===== config.mk =====
export PLATFORM = sky130hd
export DESIGN_NAME = sha1_message_digest_top
export DESIGN_NICKNAME = d
export VERILOG_FILES = /design/src/hw/rtl/sha1md_pkg.sv /design/src/hw/rtl/sha1md_round.sv /design/src/hw/rtl/sha1_message_digest_top.sv
export SDC_FILE = /design/constraint.sdc
export NUM_CORES = 2
export LEC_CHECK = 0
export BUFFER_PORTS_ARGS = -buffer_cell sky130_fd_sc_hd__buf_2
export CAP_MARGIN = 10
export CORE_MARGIN = 2
export CORE_UTILIZATION = 35
export CTS_CLUSTER_DIAMETER = 50
export DETAILED_ROUTE_END_ITERATION = 7
export HOLD_SLACK_MARGIN = 0.02
export MAX_ROUTING_LAYER = met4
export PLACE_DENSITY_LB_ADDON = 0.05
export SLEW_MARGIN = 5
export SYNTH_ARGS = -nofsm -noshare
export SYNTH_HDL_FRONTEND = slang
export SYNTH_SLANG_ARGS = --single-unit
export TNS_END_PERCENT = 30

===== constraint.sdc =====
create_clock -name clk -period 24 [get_ports clk]
set_input_delay 2.4 -clock clk [delete_from_list [all_inputs] [get_ports clk]]
set_output_delay 2.4 -clock clk [all_outputs]
set_load 0.05 [all_outputs]

===== src/hw/rtl/sha1md_pkg.sv =====
// SHA-1 digest engine: shared types, constants and helper functions.
// Used by sha1md_round and sha1_message_digest_top; depends on nothing.
package sha1md_pkg;

	localparam int unsigned CHAIN_WORDS = 5;
	localparam int unsigned BLOCK_WORDS = 16;
	localparam int unsigned ROUNDS      = 80;

	localparam logic [0:CHAIN_WORDS-1][31:0] H_INIT = {
		32'h67452301, 32'hEFCDAB89, 32'h98BADCFE, 32'h10325476, 32'hC3D2E1F0
	};

	localparam logic [31:0] K_00_19 = 32'h5A827999;
	localparam logic [31:0] K_20_39 = 32'h6ED9EBA1;
	localparam logic [31:0] K_40_59 = 32'h8F1BBCDC;
	localparam logic [31:0] K_60_79 = 32'hCA62C1D6;

	localparam logic [7:0]  PAD_BYTE = 8'h80;
	localparam logic [31:0] PAD_WORD = {PAD_BYTE, 24'h0};
	localparam logic [2:0]  FULL_BYTES = 3'd4;
	localparam logic [2:0]  LAST_INDEX = 3'd4;

	// Working variables of the compression.
	typedef struct packed {
		logic [31:0] a;
		logic [31:0] b;
		logic [31:0] c;
		logic [31:0] d;
		logic [31:0] e;
	} work_t;

	// Keep the leading bytes; a partial last word gets the 0x80 marker after them.
	function automatic logic [31:0] pad_last(input logic [31:0] word, input logic [2:0] cnt);
		logic [31:0] r;
		case (cnt)
			3'd0:    r = PAD_WORD;
			3'd1:    r = {word[31:24], PAD_BYTE, 16'h0};
			3'd2:    r = {word[31:16], PAD_BYTE, 8'h0};
			3'd3:    r = {word[31:8], PAD_BYTE};
			default: r = word;
		endcase
		return r;
	endfunction

endpackage


===== src/hw/rtl/sha1md_round.sv =====
// SHA-1 round function: one of the 80 compression rounds.
// Depends on sha1md_pkg (work_t and round constants).
module sha1md_round (
	input  logic [6:0]         rnd,
	input  logic [31:0]        w,
	input  sha1md_pkg::work_t  cur,
	output sha1md_pkg::work_t  nxt
);

	logic [31:0] f;
	logic [31:0] k;

	always_comb begin
		if (rnd < 7'd20) begin
			f = (cur.b & cur.c) | (~cur.b & cur.d);
			k = sha1md_pkg::K_00_19;
		end else if (rnd < 7'd40) begin
			f = cur.b ^ cur.c ^ cur.d;
			k = sha1md_pkg::K_20_39;
		end else if (rnd < 7'd60) begin
			f = (cur.b & cur.c) | (cur.b & cur.d) | (cur.c & cur.d);
			k = sha1md_pkg::K_40_59;
		end else begin
			f = cur.b ^ cur.c ^ cur.d;
			k = sha1md_pkg::K_60_79;
		end
	end

	always_comb begin
		nxt.a = {cur.a[26:0], cur.a[31:27]} + f + cur.e + k + w;
		nxt.b = cur.a;
		nxt.c = {cur.b[1:0], cur.b[31:2]};
		nxt.d = cur.c;
		nxt.e = cur.d;
	end

endmodule


===== src/hw/rtl/sha1_message_digest_top.sv =====
// SHA-1 message digest engine, top level.
// Depends on sha1md_pkg and sha1md_round.
//
// Channel   Direction  Handshake           Payload
// input     in         in_valid/in_stall   message_word, byte_count, final_item
// output    out        out_valid/out_stall digest_word, digest_index, digest_done
//
// Flow: a message word is taken while the block is idle. Every 16th word
// starts a compression (one load, 80 rounds on the single round unit, one
// chaining add), and no new word is taken until it is done.
// The final word adds the padding words, written one at a time, one or two
// more compressions, and five digest transactions.
// Reset: arst_n clears control, loads the initial chaining words and sets the
// bit count and fill position to zero; the block buffer memory is not cleared.
// Stalls: in_stall is high whenever the block is not idle; out_stall holds
// the current digest word until it is taken.
module sha1_message_digest_top (
	input  logic        clk,
	input  logic        arst_n,
	input  logic        in_valid,
	output logic        in_stall,
	input  logic [31:0] message_word,
	input  logic [2:0]  byte_count,
	input  logic        final_item,
	output logic        out_valid,
	input  logic        out_stall,
	output logic [31:0] digest_word,
	output logic [2:0]  digest_index,
	output logic        digest_done
);

	typedef enum logic [2:0] {
		ST_IDLE,
		ST_PAD,
		ST_LOAD,
		ST_COMP,
		ST_FIN,
		ST_OUT
	} state_t;

	state_t            state_q;
	logic [3:0]        fill_q;
	logic [63:0]       bits_q;
	logic              padding_q;
	logic              need80_q;
	logic              len_hi_q;
	logic [6:0]        rnd_q;
	logic [2:0]        out_idx_q;
	logic [31:0]       chain_q [sha1md_pkg::CHAIN_WORDS];
	sha1md_pkg::work_t work_q;
	sha1md_pkg::work_t work_nxt;
	sha1md_pkg::work_t chain_work;
	logic [31:0]       sched_q [sha1md_pkg::BLOCK_WORDS];

	// Block buffer: 16 x 32 memory, one write port, one registered read port.
	logic [31:0]       buf_mem [sha1md_pkg::BLOCK_WORDS];
	logic [31:0]       rdata_q;
	logic              mem_we;
	logic [31:0]       mem_wdata;
	logic [3:0]        mem_raddr;

	logic              in_take;
	logic [2:0]        cnt_sat;
	logic [31:0]       pad_data;
	logic [31:0]       w_cur;
	logic [31:0]       w_sched;

	assign in_stall  = (state_q != ST_IDLE);
	assign in_take   = in_valid && !in_stall;
	assign out_valid = (state_q == ST_OUT);

	assign digest_word  = chain_q[out_idx_q];
	assign digest_index = out_idx_q;
	assign digest_done  = (out_idx_q == sha1md_pkg::LAST_INDEX);

	// Saturate the byte count of the last word at four.
	assign cnt_sat = (byte_count > sha1md_pkg::FULL_BYTES) ? sha1md_pkg::FULL_BYTES
		: byte_count;

	// Padding words: marker first if still owed, then zeros, then the length
	// in the last two slots of the block.
	always_comb begin
		if (need80_q) begin
			pad_data = sha1md_pkg::PAD_WORD;
		end else if (fill_q == 4'd14) begin
			pad_data = bits_q[63:32];
		end else if (fill_q == 4'd15 && len_hi_q) begin
			pad_data = bits_q[31:0];
		end else begin
			pad_data = 32'h0;
		end
	end

	always_comb begin
		mem_we    = 1'b0;
		mem_wdata = pad_data;
		if (in_take) begin
			mem_we    = 1'b1;
			mem_wdata = final_item ? sha1md_pkg::pad_last(message_word, cnt_sat)
				: message_word;
		end else if (state_q == ST_PAD) begin
			mem_we = 1'b1;
		end
	end

	// Read word 0 during load, then one word ahead of the round counter.
	// Every write of a block lands before its load starts, so reads never race
	// a write to the same entry.
	assign mem_raddr = (state_q == ST_COMP) ? (rnd_q[3:0] + 4'd1) : 4'd0;

	always_ff @(posedge clk) begin
		if (mem_we) begin
			buf_mem[fill_q] <= mem_wdata;
		end
		rdata_q <= buf_mem[mem_raddr];
	end

	// Message schedule: first 16 words from memory, the rest from the taps.
	assign w_sched = {sched_q[13][30:0] ^ sched_q[8][30:0] ^ sched_q[2][30:0]
		^ sched_q[0][30:0], sched_q[13][31] ^ sched_q[8][31] ^ sched_q[2][31]
		^ sched_q[0][31]};
	assign w_cur = (rnd_q < 7'd16) ? rdata_q : w_sched;

	always_ff @(posedge clk) begin
		if (state_q == ST_COMP) begin
			for (int i = 0; i < 15; i++) begin
				sched_q[i] <= sched_q[i+1];
			end
			sched_q[15] <= w_cur;
		end
	end

	sha1md_round u_round (
		.rnd (rnd_q),
		.w   (w_cur),
		.cur (work_q),
		.nxt (work_nxt)
	);

	assign chain_work = '{a: chain_q[0], b: chain_q[1], c: chain_q[2],
		d: chain_q[3], e: chain_q[4]};

	always_ff @(posedge clk or negedge arst_n) begin
		if (!arst_n) begin
			state_q   <= ST_IDLE;
			fill_q    <= 4'd0;
			bits_q    <= 64'd0;
			padding_q <= 1'b0;
			need80_q  <= 1'b0;
			len_hi_q  <= 1'b0;
			rnd_q     <= 7'd0;
			out_idx_q <= 3'd0;
			work_q    <= '0;
			for (int i = 0; i < sha1md_pkg::CHAIN_WORDS; i++) begin
				chain_q[i] <= sha1md_pkg::H_INIT[i];
			end
		end else begin
			case (state_q)
				ST_IDLE: begin
					if (in_take) begin
						fill_q <= fill_q + 4'd1;
						if (final_item) begin
							bits_q    <= bits_q + {58'd0, cnt_sat, 3'b000};
							padding_q <= 1'b1;
							need80_q  <= (cnt_sat == sha1md_pkg::FULL_BYTES);
						end else begin
							bits_q <= bits_q + 64'd32;
						end
						if (fill_q == 4'd15) begin
							state_q <= ST_LOAD;
						end else if (final_item) begin
							state_q <= ST_PAD;
						end
					end
				end
				ST_PAD: begin
					fill_q   <= fill_q + 4'd1;
					need80_q <= 1'b0;
					if (!need80_q && fill_q == 4'd14) begin
						len_hi_q <= 1'b1;
					end
					if (fill_q == 4'd15) begin
						state_q <= ST_LOAD;
					end
				end
				ST_LOAD: begin
					work_q  <= chain_work;
					rnd_q   <= 7'd0;
					state_q <= ST_COMP;
				end
				ST_COMP: begin
					work_q <= work_nxt;
					rnd_q  <= rnd_q + 7'd1;
					if (rnd_q == 7'(sha1md_pkg::ROUNDS - 1)) begin
						state_q <= ST_FIN;
					end
				end
				ST_FIN: begin
					chain_q[0] <= chain_q[0] + work_q.a;
					chain_q[1] <= chain_q[1] + work_q.b;
					chain_q[2] <= chain_q[2] + work_q.c;
					chain_q[3] <= chain_q[3] + work_q.d;
					chain_q[4] <= chain_q[4] + work_q.e;
					out_idx_q  <= 3'd0;
					if (!padding_q) begin
						state_q <= ST_IDLE;
					end else if (len_hi_q) begin
						state_q <= ST_OUT;
					end else begin
						state_q <= ST_PAD;
					end
				end
				ST_OUT: begin
					if (!out_stall) begin
						if (out_idx_q == sha1md_pkg::LAST_INDEX) begin
							// Last digest word taken: back to the initial state.
							state_q   <= ST_IDLE;
							fill_q    <= 4'd0;
							bits_q    <= 64'd0;
							padding_q <= 1'b0;
							need80_q  <= 1'b0;
							len_hi_q  <= 1'b0;
							out_idx_q <= 3'd0;
							for (int i = 0; i < sha1md_pkg::CHAIN_WORDS; i++) begin
								chain_q[i] <= sha1md_pkg::H_INIT[i];
							end
						end else begin
							out_idx_q <= out_idx_q + 3'd1;
						end
					end
				end
				default: begin
					state_q <= ST_IDLE;
				end
			endcase
		end
	end

endmodule


-- Yosys cells after proc, flatten, opt, wreduce, memory -nomap -nowiden
Memory sizes are Yosys's and may differ from the RTL's. A register that Yosys moved wholly into a read port is not among the register bits.
Cells that the tools add are included.
- register bits: 404
- bits in writable memories: 1024
- input port bits: 40
- output and inout bits: 38
- logic and storage cells: 161
- memories kept: 2
- memories (memory ; depth ; width ; read ports ; clocked after Yosys merged registers in ; write ports ; line ; text):
    buf_mem ; 16 ; 32 ; 1 ; 1 ; 1 ; sha1_message_digest_top.sv:56 ; logic [31:0] buf_mem [sha1md_pkg::BLOCK_WORDS];
    sched_q ; 16 ; 32 ; 16 ; 0 ; 16 ; sha1_message_digest_top.sv:53 ; logic [31:0] sched_q [sha1md_pkg::BLOCK_WORDS];
- add/subtract/negate cells: 15
- magnitude comparators: 6
- equal/unequal tests: 21
- mux-type cells: 61
- bitwise operators: 17
- reduce and logical (&&, ||, !) cells: 21
- operators with widths (operator ; number):
    $pmux 160 s2 ; 2
    $mux 32 ; 13
    $mux 160 ; 2
    $add 32x32->32 ; 9
    $mux 64 ; 4
    $and 32x32->32 ; 4
    $pmux 32 s4 ; 1
    $pmux 64 s2 ; 1
    $bmux 32 s3 ; 1
    $or 32x32->32 ; 3
    $xor 31x31->31 ; 3
    $add 64x6->64 ; 1
    $add 64x6->64 const B ; 1
    $xor 32x32->32 ; 2
    $mux 3 ; 12
    $not 32->32 ; 1
    $mux 31 ; 1
    $pmux 3 s6 ; 1
    $mux 4 ; 4
    $lt 7x5->1 const B ; 2
    $lt 7x6->1 const B ; 2
    $pmux 7 s2 ; 1
    $mux 1 ; 13
    $eq 3x2->1 const B ; 4
    other kinds (28) ; 53

-- Depth between registers and ports, before layout
- word-level depth: 11
- mapped depth: 25
- depth with buffers taken out: 23

-- Modules after synthesis
From an unflattened synthesis, not the netlist that was laid out.
- cell total of the unflattened synthesis: 5932
- area, all modules: 70873.0 sq um
- by module, submodules not included (module ; instances ; cells each ; area each (sq um) ; sequential area each (sq um)):
    sha1_message_digest_top ; 1 ; 5134 ; 64199.1 ; 41524.8
    sha1md_round ; 1 ; 798 ; 6673.9 ; 0.0

-- Least setup slack after synthesis
Ideal clock, no wire load.
- path kind: flip-flop to flip-flop
- from: register state_q[2]
- to: register rdata_q[21] (read register of buf_mem)
- setup time: 137 ps
- data arrival time: 8671 ps
- required time: 23863 ps
- setup slack: 15192 ps
- stages on the path, launching flop included: 13
- cells stage by stage: dfrtp_1 buf_6 nor2b_1 clkbuf_1 nand2_1 inv_2 nand2_1 clkbuf_1 buf_1 o22ai_1 a32oi_1 a211oi_1 a31oi_1
- longest elaborated chain between the ends: 2
- ends and longest elaborated chain (element ; line ; text):
    start: declaration ; sha1_message_digest_top.sv:41 ; state_t state_q;
    start signal: assignment ; sha1_message_digest_top.sv:145 ; state_q <= ST_IDLE;
    start signal: assignment ; sha1_message_digest_top.sv:170 ; state_q <= ST_LOAD;
    start signal: assignment ; sha1_message_digest_top.sv:172 ; state_q <= ST_PAD;
    $eq 3x2->1 ; sha1_message_digest_top.sv:109 ; assign mem_raddr = (state_q == ST_COMP) ? (rnd_q[3:0] + 4'd1) : 4'd0;
    $mux 4 ; sha1_message_digest_top.sv:109 ;
    end: declaration ; sha1_message_digest_top.sv:57 ; logic [31:0] rdata_q;
Every way passes these cells.
A chain may end at the register's enable or synchronous reset.

-- Final worst setup path
- from: register rnd_q[4]
- to: register work_q[158] (netlist name)
- longest elaborated chain between the ends: 9
- ends and longest elaborated chain (element ; line ; text):
    start: declaration ; sha1_message_digest_top.sv:47 ; logic [6:0] rnd_q;
    start signal: assignment ; sha1_message_digest_top.sv:193 ; rnd_q <= rnd_q + 7'd1;
    $lt 7x6->1 ; sha1md_round.sv:20 ; end else if (rnd < 7'd60) begin
    $mux 32 ; sha1md_round.sv:20 ;
    $mux 32 ; sha1md_round.sv:17 ; end else if (rnd < 7'd40) begin
    $mux 32 ; sha1md_round.sv:14 ; if (rnd < 7'd20) begin
    $add 32x32->32 (3 in series) ; sha1md_round.sv:30 ; nxt.a = {cur.a[26:0], cur.a[31:27]} + f + cur.e + k + w;
    $add 32x32->32 (*) ; sha1md_round.sv:30 ;
    $pmux 160 s2 (*) ; sha1_message_digest_top.sv:158 ; case (state_q)
    end signal: assignment ; sha1_message_digest_top.sv:187 ; work_q <= chain_work;
    end signal: assignment ; sha1_message_digest_top.sv:192 ; work_q <= work_nxt;
    end: declaration ; sha1_message_digest_top.sv:50 ; sha1md_pkg::work_t work_q;
Every way passes the cells marked *; elsewhere a longest branch is shown, timed or not.

==> key figures <==
Clock tree
  – Clock Sinks: 1457
  – Post-CTS Setup Bufs: 0
  – Root buf cell: clkbuf_16
  – CTS resizes: 0
  – H-tree levels: 4
  – CTS tree: yes
  – Total CTS buffers: 197
  – Clock Path Buffers: 3
  – Clock Latency Late Sink: 840 ps
  – Clock Pin Slew Worst Setup and Hold Paths: 60 ps
  – Hold Buf Count CTS: 0

Cells and area
  – Commonest non-fill, non-tap cell in the layout: edfxtp_1
  – Post-route insts no fill: 8412
  – Final Util: 40.68%
  – Fill count: 18360
  – Most frequent cells in the layout: edfxtp_1 (1024), nand2_1 (489), o21ai_0 (416)
  – Area Overhead vs Synth: 15.31%
  – Share of cells above drive strength 1: 11.80%
  – Final nets: 5975
  – Final Cell Area: 79400 µm²

Global routing
  – GRT met3 Usage: 3.559%
  – Met1 GRT Util: 31.31%
  – Global-route wire length before repair: 307500 µm
  – GRT Max-Usage Layer: met1
  – Initial antenna violation count: 7
  – Tot GR Track Use: 21.49%
  – Gr ovfl total: 0
  – Largest net degree at the start of global routing: 190
  – GRT met2 Usage: 31.15%
  – Vias in the first global route: 43900

Power
  – Leak Pwr: 31.15 nW
  – PD cells: 72.17 nW/µm²
  – Max VDD drop: 0.00005320 V

Synthesis
  – YS warnings: 0
  – Main flop type after synthesis: edfxtp_1
  – Register area share after synthesis: 60.30%
  – Synthesized cell area: 68860 µm²
  – Syn_nets: 5851
  – Number of flops mapped to enable cells by yosys: 1024
  – Synthesized area per cell: 12.56 µm²
  – Synth Instances: 5481
  – Seq cells post-synth: 1457
  – Count of different cell masters after synthesis: 83
  – Async SR Flop Fraction: 27.52%

Critical path
  – Critical path capture point type: flip-flop
  – Crit path required time: 24710 ps
  – Crit-path max FO: 24
  – FF-to-FF path depth: 25
  – Setup crit start kind: flip-flop
  – Critical path class: flip-flop to flip-flop
  – Worst R2R Start: rnd_q[4]
  – Worst R2R Setup Slack: 16790 ps
  – RR Endpoint: work_q[158]
  – Critical path arrival: 7920 ps

Worst hold path
  – Hold crit path type: flip-flop to flip-flop
  – Worst Hold Launch: sched_q[0][199]
  – Hold EP: sched_q[0][167]
  – Hold depth: 0

Detailed routing
  – DRC viols: 0
  – Via count: 44160
  – Post-Route WL: 208900 µm
  – Via density: 5.250
  – Wire length per cell: 24.84 µm
  – Iteration-0 DRC Markers: 3550
  – DR pass1 iterations: 5
  – Post-route ant nets: 0

Die
  – Die X: 447.6 µm
  – Die height: 447.6 µm
  – I/O Pins: 78
  – # rows: 162
  – Full die area: 200300 µm²
  – Initial Util: 35.28%
  – CORE AREA: 195200 µm²

Placed design
  – Detailed Place HPWL: 133500 µm
  – RePlAce Congestion: 0.8705
  – Dpl cell area: 72520 µm²
  – Cell count after placement: 8029
  – Number of port buffers: 77

Run
  – Max cap viols: 0

Timing
  – Final Cycle Share: 30.04%
  – Setup violations, final: 0
  – FMAX: 0.1387 GHz
  – Setup tns final: 0 ps
  – Count of pins over their slew limit: 0
  – Worst-Margin Slew: 1253 ps
  – Worst relative slew slack: 15.92%
  – RSZ-0062 raised after global routing: false
  – Clock Skews: 31.55 ps
  – Final min period: 7210 ps
  – Final Hold Vio Count: 0

Run status
  – Outcome: finished, final reports clean
## routing by layer
layer	share of wire [%]	wire (µm)
met3	5.0	10370
met4	2.0	4196
met2	44	91800
met1	49	102600
met5	0	0
## how the worst max path moves through the flow
stage / cells past startpoint / slack, ps / start / endpoint
final: 25 / 16790 / rnd_q[4] / work_q[158]
after floorplan: 12 / 15190 / state_q[2] / rdata_q[21]
after CTS: 25 / 16930 / rnd_q[4] / work_q[158]
after detailed placement: 25 / 16930 / rnd_q[4] / work_q[158]
after global placement: 25 / 17060 / rnd_q[4] / work_q[158]
after global routing: 25 / 16460 / rnd_q[4] / work_q[158]
## final cells by class
class / instances / area, µm² / share of cell area [%]
diodes: 8 / 20.02 / 0.02521
clock buffers: 271 / 5542 / 6.979
clock inverters: 103 / 1320 / 1.662
inverters: 330 / 1249 / 1.573
multi-input cells: 3441 / 25270 / 31.82
flip-flops and latches: 1457 / 41530 / 52.30
well taps: 2624 / 3283 / 4.135
repair buffers: 178 / 1191 / 1.500
## critical path: stages, from the launching register on
cell and delay, ps:
dfrtp_1 530, a41oi_1 400, nand2_1 150, buf_4 330, inv_1 70, buf_4 250
nor2_2 130, buf_4 320, inv_1 240, buf_4 240, a21o_1 200, fa_1 500
inv_1 50, fa_1 490, inv_1 40, ha_1 310, o21ai_0 110, nor2_1 150
o311ai_0 240, a2111oi_0 980, a211oi_1 280, o221a_2 360, o21ba_2 230, o21ai_0 200
xnor2_1 150, o22ai_1 90
## stage by stage
stage          setup slack, ps  hold WS, ps  total power, W
2_1_floorplan            15190        400.3        0.002720
6_report                 16790        398.4        0.005731
3_3_place_gp             17060        400.5        0.002742
5_1_grt                  16460        402.4        0.005913
3_5_place_dp             16930        404.5        0.002742
4_1_cts                  16930        402.7        0.005811
## cell families after synthesis
kind of cell	Yosys count	share of synthesized area [%]
AND/OR/NAND/NOR	1136	7.413
buffers and inverters	583	3.203
AO/OA/AOI/OAI	1332	12.24
adder cells (fa/ha/maj)	330	7.282
XOR/XNOR	303	3.854
flip-flops	1457	60.30
multiplexers	340	5.707
## cell usage after synthesis (all sizes together), types with 28 or more instances
cell | instances | area share [%]
a22oi | 32 | 0.35
nand2b | 36 | 0.33
ha | 212 | 3.9
mux4 | 42 | 1.4
buf | 44 | 0.27
o21ai | 437 | 3.2
a211oi | 31 | 0.34
nand2 | 492 | 2.7
a31oi | 30 | 0.27
o21a | 29 | 0.32
dfrtp | 321 | 12
mux2i | 297 | 4.3
dfxtp | 32 | 0.93
a21oi | 263 | 1.9
xnor2 | 203 | 2.6
inv | 330 | 1.8
a221oi | 108 | 1.4
fa | 118 | 3.4
dfstp | 80 | 3.1
nor3 | 66 | 0.49
nand3 | 75 | 0.55
clkbuf | 209 | 1.1
nor2 | 292 | 1.6
nor2b | 28 | 0.25
xor2 | 100 | 1.3
edfxtp | 1024 | 45
o22ai | 120 | 1.1
a21o | 88 | 0.96
## state kept, by name, summed over array words and instances (netlist names)
| name | count |
|---|---|
| fill_q | 4 |
| rnd_q | 7 |
| need80_q | 1 |
| sched_q | 512 |
| state_q | 3 |
| buf_mem | 512 |
| bits_q | 61 |
| len_hi_q | 1 |
| rdata_q | 32 |
| digest_index | 3 |
| work_q | 160 |
| padding_q | 1 |
| chain_q | 160 |
## power by group
group,leakage (nW),switching [W],internal (W)
Sequential,14.8,0.000000407,0.00267
Clock,3.34,0.00118,0.00186
Combinational,13.0,0.0000186,0.00000404
Total,31.1,0.00120,0.00453
(Power assumes the default switching activity.)
